==> src/nlc_pkg.sv <==
// Shared types and constants of the numeric literal classifier.
package nlc_pkg;

    localparam int unsigned BYTE_W   = 8;
    localparam int unsigned POS_W    = 3;
    localparam int unsigned CNT_W    = 2;
    localparam int unsigned ALIVE_W  = 3;
    localparam int unsigned FLAGS_W  = 4;
    localparam int unsigned M_DATA_W = 8;

    localparam logic [BYTE_W-1:0] PRINT_LO = 8'd32;
    localparam logic [BYTE_W-1:0] PRINT_HI = 8'd126;

    localparam logic [POS_W-1:0] POS_MAX = 3'd7;
    localparam logic [CNT_W-1:0] CNT_MAX = 2'd3;

    // Bit positions in the word candidate mask.
    localparam int unsigned W_NAN  = 0;
    localparam int unsigned W_INF  = 1;
    localparam int unsigned W_SINF = 2;

    // Result flags of one token, highest bit first; int_ok is bit 0 on the output bus.
    typedef struct packed {
        logic double_ok;
        logic float_ok;
        logic char_ok;
        logic int_ok;
    } nlc_flags_t;

    // One finished token as handed from the scanner to the output stage.
    typedef struct packed {
        logic       valid;
        nlc_flags_t flags;
    } nlc_result_t;

    function automatic logic [BYTE_W-1:0] nan_char(input logic [1:0] idx);
        logic [BYTE_W-1:0] c;
        case (idx)
            2'd0:    c = "n";
            2'd1:    c = "a";
            2'd2:    c = "n";
            default: c = "f";
        endcase
        return c;
    endfunction

    function automatic logic [BYTE_W-1:0] inf_char(input logic [1:0] idx);
        logic [BYTE_W-1:0] c;
        case (idx)
            2'd0:    c = "i";
            2'd1:    c = "n";
            default: c = "f";
        endcase
        return c;
    endfunction

endpackage

==> src/nlc_scan.sv <==
// Per-byte recogniser state and the token result decision.
module nlc_scan
    import nlc_pkg::*;
(
    input  logic              clk,
    input  logic              rst_n,
    input  logic              take,
    input  logic [BYTE_W-1:0] byte_in,
    input  logic              is_last,
    output nlc_result_t       result
);

    typedef enum logic [6:0] {
        PH_START = 7'b0000001,
        PH_SIGN  = 7'b0000010,
        PH_INT   = 7'b0000100,
        PH_DOT   = 7'b0001000,
        PH_FRAC  = 7'b0010000,
        PH_FSEEN = 7'b0100000,
        PH_DEAD  = 7'b1000000
    } phase_t;

    phase_t             phase_reg, phase_next;
    logic [POS_W-1:0]   pos_reg, pos_next;
    logic [ALIVE_W-1:0] alive_reg, alive_next, alive_now;
    logic [CNT_W-1:0]   count_reg, count_next;
    logic               first_print_reg, first_print_next, first_print_now;
    logic               digit, sign, printable;
    logic [1:0]         pos_low, pos_prev;
    logic               word_float, word_double;

    assign digit     = (byte_in >= "0") && (byte_in <= "9");
    assign sign      = (byte_in == "+") || (byte_in == "-");
    assign printable = (byte_in >= PRINT_LO) && (byte_in <= PRINT_HI);
    assign pos_low   = pos_reg[1:0];
    assign pos_prev  = pos_low - 2'd1;

    always_comb
    begin
        unique case (phase_reg)
            PH_START: phase_next = sign ? PH_SIGN : (digit ? PH_INT : PH_DEAD);
            PH_SIGN:  phase_next = digit ? PH_INT : PH_DEAD;
            PH_INT:   phase_next = digit ? PH_INT : ((byte_in == ".") ? PH_DOT : PH_DEAD);
            PH_DOT:   phase_next = digit ? PH_FRAC : PH_DEAD;
            PH_FRAC:  phase_next = digit ? PH_FRAC : ((byte_in == "f") ? PH_FSEEN : PH_DEAD);
            default:  phase_next = PH_DEAD;
        endcase
    end

    always_comb
    begin
        alive_now = alive_reg;
        if (pos_reg[2] || (byte_in != nan_char(pos_low)))
        begin
            alive_now[W_NAN] = 1'b0;
        end
        if (pos_reg[2] || (byte_in != inf_char(pos_low)))
        begin
            alive_now[W_INF] = 1'b0;
        end
        if (pos_reg == '0)
        begin
            if (!sign)
            begin
                alive_now[W_SINF] = 1'b0;
            end
        end
        else if ((pos_reg > 3'd4) || (byte_in != inf_char(pos_prev)))
        begin
            alive_now[W_SINF] = 1'b0;
        end
    end

    // The token length so far is one more than the position.
    assign word_float  = ((alive_now[W_NAN] || alive_now[W_INF]) && (pos_reg == 3'd3))
                       || (alive_now[W_SINF] && (pos_reg == 3'd4));
    assign word_double = ((alive_now[W_NAN] || alive_now[W_INF]) && (pos_reg == 3'd2))
                       || (alive_now[W_SINF] && (pos_reg == 3'd3));

    assign first_print_now = (count_reg == '0) ? printable : first_print_reg;

    always_comb
    begin
        result.valid           = take && is_last;
        result.flags.int_ok    = (phase_next == PH_INT);
        result.flags.char_ok   = (count_reg == '0) && first_print_now;
        result.flags.float_ok  = (phase_next == PH_FSEEN) || word_float;
        result.flags.double_ok = (phase_next == PH_FRAC) || word_double;
    end

    always_comb
    begin
        pos_next         = (pos_reg < POS_MAX) ? pos_reg + 3'd1 : pos_reg;
        count_next       = (count_reg < CNT_MAX) ? count_reg + 2'd1 : count_reg;
        alive_next       = alive_now;
        first_print_next = first_print_now;
    end

    always_ff @(posedge clk or negedge rst_n)
    begin
        if (!rst_n)
        begin
            phase_reg       <= PH_START;
            pos_reg         <= '0;
            alive_reg       <= '1;
            count_reg       <= '0;
            first_print_reg <= 1'b0;
        end
        else if (take)
        begin
            if (is_last)
            begin
                phase_reg       <= PH_START;
                pos_reg         <= '0;
                alive_reg       <= '1;
                count_reg       <= '0;
                first_print_reg <= 1'b0;
            end
            else
            begin
                phase_reg       <= phase_next;
                pos_reg         <= pos_next;
                alive_reg       <= alive_next;
                count_reg       <= count_next;
                first_print_reg <= first_print_next;
            end
        end
    end

endmodule

==> src/nlc_out.sv <==
// Result register on the master side of the classifier.
module nlc_out
    import nlc_pkg::*;
(
    input  logic                clk,
    input  logic                rst_n,
    input  nlc_result_t         result,
    output logic                space,
    output logic                m_tvalid,
    input  logic                m_tready,
    output logic [M_DATA_W-1:0] m_tdata
);

    logic       valid_reg;
    nlc_flags_t flags_reg;

    assign space    = !valid_reg || m_tready;
    assign m_tvalid = valid_reg;
    assign m_tdata  = {{(M_DATA_W-FLAGS_W){1'b0}}, flags_reg};

    always_ff @(posedge clk or negedge rst_n)
    begin
        if (!rst_n)
        begin
            valid_reg <= 1'b0;
        end
        else if (result.valid)
        begin
            valid_reg <= 1'b1;
        end
        else if (m_tready)
        begin
            valid_reg <= 1'b0;
        end
    end

    always_ff @(posedge clk)
    begin
        if (result.valid)
        begin
            flags_reg <= result.flags;
        end
    end

endmodule

==> src/numeric_literal_classifier.sv <==
// Top level of the numeric literal classifier.
//
//  channel  direction  tdata                          tuser  tlast
//  s        in         [7:0] byte_in                  -      is_last
//  m        out        [3:0] int, char, float, double -      -
//
// One byte is taken per cycle while s_tready is high; a token's result is
// registered and appears in the cycle after its last byte is taken.
// Reset clears the recogniser and the valid bit of the result register, and
// the next byte starts a new token. Bytes are held off only while a result
// waits on a stalled master side.
module numeric_literal_classifier
    import nlc_pkg::*;
(
    input  logic                clk,
    input  logic                rst_n,
    input  logic                s_tvalid,
    output logic                s_tready,
    input  logic [BYTE_W-1:0]   s_tdata,   // byte_in
    input  logic                s_tlast,   // is_last
    output logic                m_tvalid,
    input  logic                m_tready,
    output logic [M_DATA_W-1:0] m_tdata    // int_ok, char_ok, float_ok, double_ok, zeros
);

    nlc_result_t result;
    logic        space;

    assign s_tready = space;

    nlc_scan u_scan (
        .clk     (clk),
        .rst_n   (rst_n),
        .take    (s_tvalid && s_tready),
        .byte_in (s_tdata),
        .is_last (s_tlast),
        .result  (result)
    );

    nlc_out u_out (
        .clk      (clk),
        .rst_n    (rst_n),
        .result   (result),
        .space    (space),
        .m_tvalid (m_tvalid),
        .m_tready (m_tready),
        .m_tdata  (m_tdata)
    );

endmodule

==> config.mk <==
export PLATFORM = sky130hd
export DESIGN_NAME = numeric_literal_classifier
export DESIGN_NICKNAME = d
export VERILOG_FILES = /design/src/nlc_pkg.sv /design/src/nlc_scan.sv /design/src/nlc_out.sv /design/src/numeric_literal_classifier.sv
export SDC_FILE = /design/constraint.sdc
export NUM_CORES = 1
export LEC_CHECK = 0
export ABC_AREA = 1
export BUFFER_PORTS_ARGS = -buffer_cell sky130_fd_sc_hd__clkbuf_2
export CAP_MARGIN = 0
export CELL_PAD_IN_SITES_DETAIL_PLACEMENT = 0
export CELL_PAD_IN_SITES_GLOBAL_PLACEMENT = 1
export CORE_UTILIZATION = 45
export CTS_BUF_LIST = sky130_fd_sc_hd__clkbuf_4 sky130_fd_sc_hd__clkbuf_8
export DETAILED_ROUTE_END_ITERATION = 10
export HOLD_SLACK_MARGIN = 0.12
export MAX_ROUTING_LAYER = met4
export PLACE_DENSITY_LB_ADDON = 0.25
export SLEW_MARGIN = 20
export SYNTH_ARGS = -nofsm -noshare
export SYNTH_HDL_FRONTEND = slang
export SYNTH_HIERARCHICAL = 1
export SYNTH_SLANG_ARGS = --single-unit
==> constraint.sdc <==
create_clock -name clk -period 4.4 [get_ports clk]
set_input_delay 0.88 -clock clk [delete_from_list [all_inputs] [get_ports clk]]
set_output_delay 0.88 -clock clk [all_outputs]
set_load 0.03 [all_outputs]
==> qor.log, run 1 <==
qor: timing.final-setup-viol-count 0
qor: timing.clock-skew-final 0.00750 ns
qor: routing.average_vias_per_placed_instance 5.33
qor: logic_synthesis.synth.yosys.seq_area_share 37.6%
qor: cts.clock-sinks 20
qor: setup_path.worst-r2r-cell-count 9
qor: logic_synthesis.yosys_warnings 6
qor: routing.wl 3150 µm
qor: routing.routed_wire_length_per_instance 12.8 µm
qor: cts.cts_tree done
qor: global_route.gr-total-overflow 0
qor: logic_synthesis.avgSynthCellArea 7.20 µm²
qor: setup_path.worst-path-max-fanout 3
qor: floorplanning.fp.coreArea 2850 µm²
qor: setup_path.regToRegStartpoint u_scan/pos_reg[0]
qor: pwr.ir_drop 211 µV
qor: timing.rsz0062_at_grt no
qor: routing.detailedRoute.firstPassIterationCount 9
qor: timing.drv_slew 0
qor: routing.drc 1
qor: final_layout.area.growth.synth_to_final 11.3%
qor: logic_synthesis.netlist-cell-type-count 25
qor: final_layout.layout.nets 236
qor: floorplanning.floorplan.io_pins 23
qor: placement.dp_hpwl 2550 µm
qor: timing.timing.final.hold_violations 0
qor: setup_path.critical_path_data_required_time 3.52 ns
qor: timing.min_period_over_period 48.8%
qor: routing.drtAntennaViolNets 0
qor: routing.drt_iter0_drc 66
qor: setup_path.worst_setup_end_kind output pin
qor: routing.via_count 1307
qor: logic_synthesis.post-synth-top-area-fraction 21.5%
qor: global_route.grt_pass1_vias 1220
qor: cts.cts.repair_timing.setup_buffer_count 0
qor: placement.gpl.final_weighted_congestion 0.846
qor: pwr.power_density 338 nW/µm²
qor: logic_synthesis.synth.ff_latch_count 20
qor: setup_path.worstReg2RegEnd u_out/m_tdata[3]
qor: final_layout.post_route_cells_drive_above_1_share 17.8%
qor: timing.setup_tns_final 0 ns
qor: cts.ctsHtreeMaxLevel 1
qor: global_route.antenna_violations_before_repair 0
qor: global_route.grt_use_total 22.0%
qor: setup_path.critical_path_arrival 1.27 ns
qor: final_layout.finish.utilization 54.5%
qor: final_layout.diodes 0
qor: floorplanning.die-width 57.7 µm
qor: pwr.p_leak 0.783 nW
qor: logic_synthesis.yosysTopAreaCell dfrtp_1
qor: logic_synthesis.ys_top_cells_by_area dfrtp_1, nand2_1, inv_1
qor: cts.clk_latency 0.31 ns
qor: global_route.grt_pass1_wl 5450 µm
qor: cts.clockRootBuffer clkbuf_4
qor: placement.buffer_ports.inserted 18
qor: floorplanning.die_area 3330 µm²
qor: floorplanning.floorplan.initialDensity 49.0%
qor: status.failed_checks DRC
qor: final_layout.layout.cells.most_common_list nand2_1, inv_1, nor2_1, nand3_1, clkbuf_2
qor: status.outcome complete, but fails checks
qor: cts.ctsResizeCount 0
qor: logic_synthesis.synthesis.instances 194
qor: final_layout.largest_register_ffs 7
qor: setup_path.critical_path_type input port to output pin
qor: hold_path.min_path_type input port to async pin
qor: cts.cts_buffer_depth 2
qor: global_route.maximum_number_of_pins_on_one_net_before_global_route_repair 17
qor: cts.cts_inserted_buffers 3
qor: floorplanning.die_height 57.7 µm
qor: cts.cts-hold-fix-buffers 0
qor: setup_path.setup.reg_to_reg.worst_slack 2.56 ns
qor: floorplanning.floorplan.rows 19
qor: cts.clk_pin_slew_worst_paths 0.12 ns
qor: final_layout.layout.cells.most_common nand2_1
qor: setup_path.nature_of_the_critical_path_startpoint input port
qor: timing.maxClockFrequency 0.465 GHz
qor: job.drv_cap 0
qor: timing.finalWorstPathRequiredPeriod 2.15 ns
qor: logic_synthesis.netlist_area 1400 µm²
synthesized netlist by cell type:
cell,count
ha_1,8
a21oi_1,5
dfrtp_1,12
o21ai_1,5
nor2_2,3
nor4_1,1
xnor2_1,1
nand3b_1,1
o21ai_2,2
nand2_1,38
buf_4,4
nor2_4,1
nand2_2,4
nor3_1,1
o21ai_0,13
edfxtp_1,4
conb_1,1
inv_1,33
buf_2,1
o22ai_1,3
nand4_1,5
nand3_1,19
dfstp_2,4
nor2_1,23
nand3_2,2
metrics by stage:
step	instance area, µm²	setup WS (ns)	hold slack [ns]	instances	power, W
after floorplan	1410	2.46	0.450	197	0.000336
after global placement	1500	2.26	0.471	241	0.000370
after detailed placement	1500	2.24	0.480	241	0.000377
after CTS	1560	2.24	0.474	245	0.000531
after global routing	1560	2.22	0.485	245	0.000559
final	1560	2.25	0.474	245	0.000525
how the worst max path moves through the flow:
stage               startpoint       end  slack (ns)  cells after the start
floorplan             m_tready  s_tready        2.46                      2
global placement      m_tready  s_tready        2.26                      4
detailed placement    m_tready  s_tready        2.24                      4
CTS                   m_tready  s_tready        2.24                      4
global route          m_tready  s_tready        2.22                      4
finish                m_tready  s_tready        2.25                      4
where the power goes:
group	internal, W	total, W	switching (W)
sequential	0.000211	0.000228	0.0000163
clock	0.0000922	0.000152	0.0000603
combinational	0.0000474	0.000145	0.0000978
total	0.000351	0.000525	0.000174
area by class of cell:
cell class / instances / area [µm²]
tap: 31 / 38.8
clock inverter: 1 / 30.0
multi-input combinational: 139 / 724
inverter: 33 / 124
fill: 290 / 1300
sequential: 20 / 526
clock buffer: 3 / 22.5
timing repair buffer: 18 / 90.1
metal layers:
layer  vias up  share of wire (%)  global-route usage, %
met5         -                  0                      -
met4         0               0.29                   3.06
met3         2                3.8                   4.69
met2        36                 49                   37.0
met1       603                 47                   28.2
li1        666                  -                      -
worst max-delay path, cell delays in order:
cell      delay (ns)
clkbuf_2        0.08
inv_1           0.04
nand2_2         0.07
clkbuf_2        0.20
kinds of logic after synthesis:
logic type	share of synthesized area, %
AO/OA/AOI/OAI	10.8
XOR/XNOR	0.627
adder cells (fa/ha/maj)	7.16
buffers and inverters	11.4
flip-flops	37.6
other	0.268
AND/OR/NAND/NOR	32.1
No activity file was read; power rests on OpenSTA's default activity.
==> run 2: changes to the inputs <==
--- a/config.mk
+++ b/config.mk
@@ -10,7 +10,7 @@
 export CAP_MARGIN = 0
 export CELL_PAD_IN_SITES_DETAIL_PLACEMENT = 0
 export CELL_PAD_IN_SITES_GLOBAL_PLACEMENT = 1
-export CORE_UTILIZATION = 45
+export CORE_UTILIZATION = 37
 export CTS_BUF_LIST = sky130_fd_sc_hd__clkbuf_4 sky130_fd_sc_hd__clkbuf_8
 export DETAILED_ROUTE_END_ITERATION = 10
 export HOLD_SLACK_MARGIN = 0.12
==> constraint.sdc (replaced) <==
create_clock -name clk -period 1.8 [get_ports clk]
set_input_delay 0.36 -clock clk [delete_from_list [all_inputs] [get_ports clk]]
set_output_delay 0.36 -clock clk [all_outputs]
set_load 0.03 [all_outputs]
==> run 2 against run 1 <==
  * The flow now finishes without violations
  * Critical path depth grew 5
  * Register-to-register slack got worse by 2.4 ns
  * Design area up 3.1%
  * Non-clock buffer count rose by 3
  * Flip-flop and latch count stayed put
  * Sequential share of layout area down 0.92 points
  * Core utilization is 8.3 points lower
  * First-iteration DRC count rose by 11%
  * Global-route usage is 4.4 points lower
  * Clock skew barely moved
  * Critical endpoint is now u_out/m_tdata[3]
  * Largest cell class unchanged
==> qor.log, run 2 (synthesized netlist as in run 1, its figures left out) <==
qor: timing.rsz0062_at_grt no
qor: routing.via_count 1298
qor: cts.clockRootBuffer clkbuf_8
qor: setup_path.critical_path_data_required_time 1.80 ns
qor: cts.clk_latency 0.26 ns
qor: floorplanning.die_height 63.5 µm
qor: floorplanning.fp.coreArea 3470 µm²
qor: final_layout.layout.nets 239
qor: cts.cts_inserted_buffers 3
qor: global_route.maximum_number_of_pins_on_one_net_before_global_route_repair 17
qor: cts.cts_buffer_depth 2
qor: timing.timing.final.hold_violations 0
qor: cts.cts.repair_timing.setup_buffer_count 0
qor: setup_path.worst_path_cell_with_the_longest_stage_delay dfrtp_2
qor: job.drv_cap 0
qor: setup_path.worst-path-max-fanout 8
qor: pwr.power_density 780 nW/µm²
qor: setup_path.worst_setup_end_kind register
qor: routing.detailedRoute.firstPassIterationCount 4
qor: global_route.grt_pass1_wl 5440 µm
qor: final_layout.fillCellCount 367
qor: routing.routed_wire_length_per_instance 11.6 µm
qor: global_route.grt_pass1_vias 1278
qor: global_route.antenna_violations_before_repair 0
qor: final_layout.largest_register_ffs 7
qor: placement.dp_hpwl 2550 µm
qor: timing.final-setup-viol-count 0
qor: timing.drv_slew 0
qor: timing.setup_tns_final 0 ns
qor: cts.clk_pin_slew_worst_paths 0.08 ns
qor: final_layout.area.growth.synth_to_final 14.7%
qor: floorplanning.die-width 63.5 µm
qor: routing.drtAntennaViolNets 0
qor: placement.buffer_ports.inserted 18
qor: placement.gpl.final_weighted_congestion 0.897
qor: routing.wl 3050 µm
qor: pwr.ir_drop 452 µV
qor: pwr.p_leak 0.796 nW
qor: timing.maxClockFrequency 0.620 GHz
qor: setup_path.critical_path.max_stage_delay 0.43 ns
qor: timing.finalWorstPathRequiredPeriod 1.61 ns
qor: cts.clock-sinks 20
qor: global_route.gr-total-overflow 0
qor: pwr.total_power 0.00125 W
qor: routing.average_vias_per_placed_instance 4.94
qor: setup_path.critical_path.cell_chain inv_1, ha_1, inv_1, o21ai_0, nor2_1, nand3_2, nand2_2, nand4_1, nand3_1
qor: final_layout.post_route_cells_drive_above_1_share 18.9%
qor: setup_path.critical_path_arrival 1.61 ns
qor: floorplanning.die_area 4030 µm²
qor: final_layout.diodes 0
qor: global_route.grt_use_total 17.6%
qor: status.outcome complete, no violations
qor: setup_path.critPathMostFrequentCell inv_1
qor: routing.drc 0
qor: final_layout.layout.cells.most_common nand2_1
qor: floorplanning.floorplan.io_pins 23
qor: hold_path.min_path_type input port to register
qor: routing.drt_iter0_drc 73
qor: floorplanning.floorplan.initialDensity 40.3%
qor: timing.min_period_over_period 89.6%
qor: floorplanning.floorplan.rows 21
qor: final_layout.layout.cells.most_common_list nand2_1, inv_1, nor2_1, nand3_1, clkbuf_2
qor: setup_path.critical_path_type register to register
qor: cts.cts_tree done
qor: setup_path.nature_of_the_critical_path_startpoint register
qor: cts.ctsHtreeMaxLevel 1
qor: timing.clock-skew-final 0.00740 ns
==> run 2: power breakdown <==
| part | leakage, nW | switching [W] | internal (W) | total [W] |
|---|---|---|---|---|
| registers | 0.240 | 0.0000382 | 0.000518 | 0.000556 |
| logic | 0.528 | 0.000238 | 0.000120 | 0.000358 |
| clock network | 0.0288 | 0.000142 | 0.000194 | 0.000337 |
==> run 2: per-layer routing <==
| layer | vias to the layer above | wire (µm) | global-route usage [%] |
|---|---|---|---|
| met4 | 0 | 52 | 4.83 |
| met2 | 31 | 1430 | 28.3 |
| met1 | 596 | 1420 | 22.1 |
| met5 | - | 0 | - |
| met3 | 6 | 146 | 4.17 |
| li1 | 665 | - | - |
==> run 2: what timing repair did <==
item / CTS / global route
setup endpoints to repair: 0 / 2
endpoints found under the hold margin: 12 / 0
hold buffers: 1 / 0
gates resized for setup: 0 / 1
==> run 2: cell type report <==
class                   instances  area (µm²)  area share (%)
well taps                      46        57.6            3.59
clock buffers                   4        55.1            3.43
inverters                      33         124            7.73
flip-flops and latches         20         527            32.9
repair buffers                 21         115            7.18
multi-input cells             139         724            45.2
==> run 2: through the flow <==
stage	setup slack [ns]	cells	instance area (µm²)	hold WS (ns)	utilization (%)
3_3_place_gp	0.168	258	1540	0.296	44.3
6_report	0.188	263	1600	0.361	46.2
4_1_cts	0.113	263	1600	0.357	46.2
5_1_grt	0.0190	263	1600	0.385	46.2
3_5_place_dp	0.118	258	1540	0.299	44.3
2_1_floorplan	0.252	197	1410	0.0644	-
==> run 2: final timing paths <==
| path | from | end | slack (ns) | cells after the start |
|---|---|---|---|---|
| worst max-delay path | u_scan/pos_reg[0] | u_out/m_tdata[3] | 0.19 | 9 |
| worst min-delay path | m_tready | u_out/m_tvalid | 0.36 | 4 |
| worst max register to register | u_scan/pos_reg[0] | u_out/m_tdata[3] | 0.19 | 9 |
| worst min register to register | u_scan/phase_reg[6] | u_scan/phase_reg[6] | 0.48 | 2 |
| max in group asynchronous | rst_n | u_scan/alive_reg[1] | 0.93 | 2 |
| min in group asynchronous | rst_n | u_scan/phase_reg[4] | 0.55 | 2 |
==> run 2: critical path: cells and delay by family, from the launching register on <==
kind            cells  cell delay [ns]
flops               1             0.43
simple gates        5             0.34
fa+ha+maj           1             0.30
buf+inv             2             0.15
compound gates      1             0.14
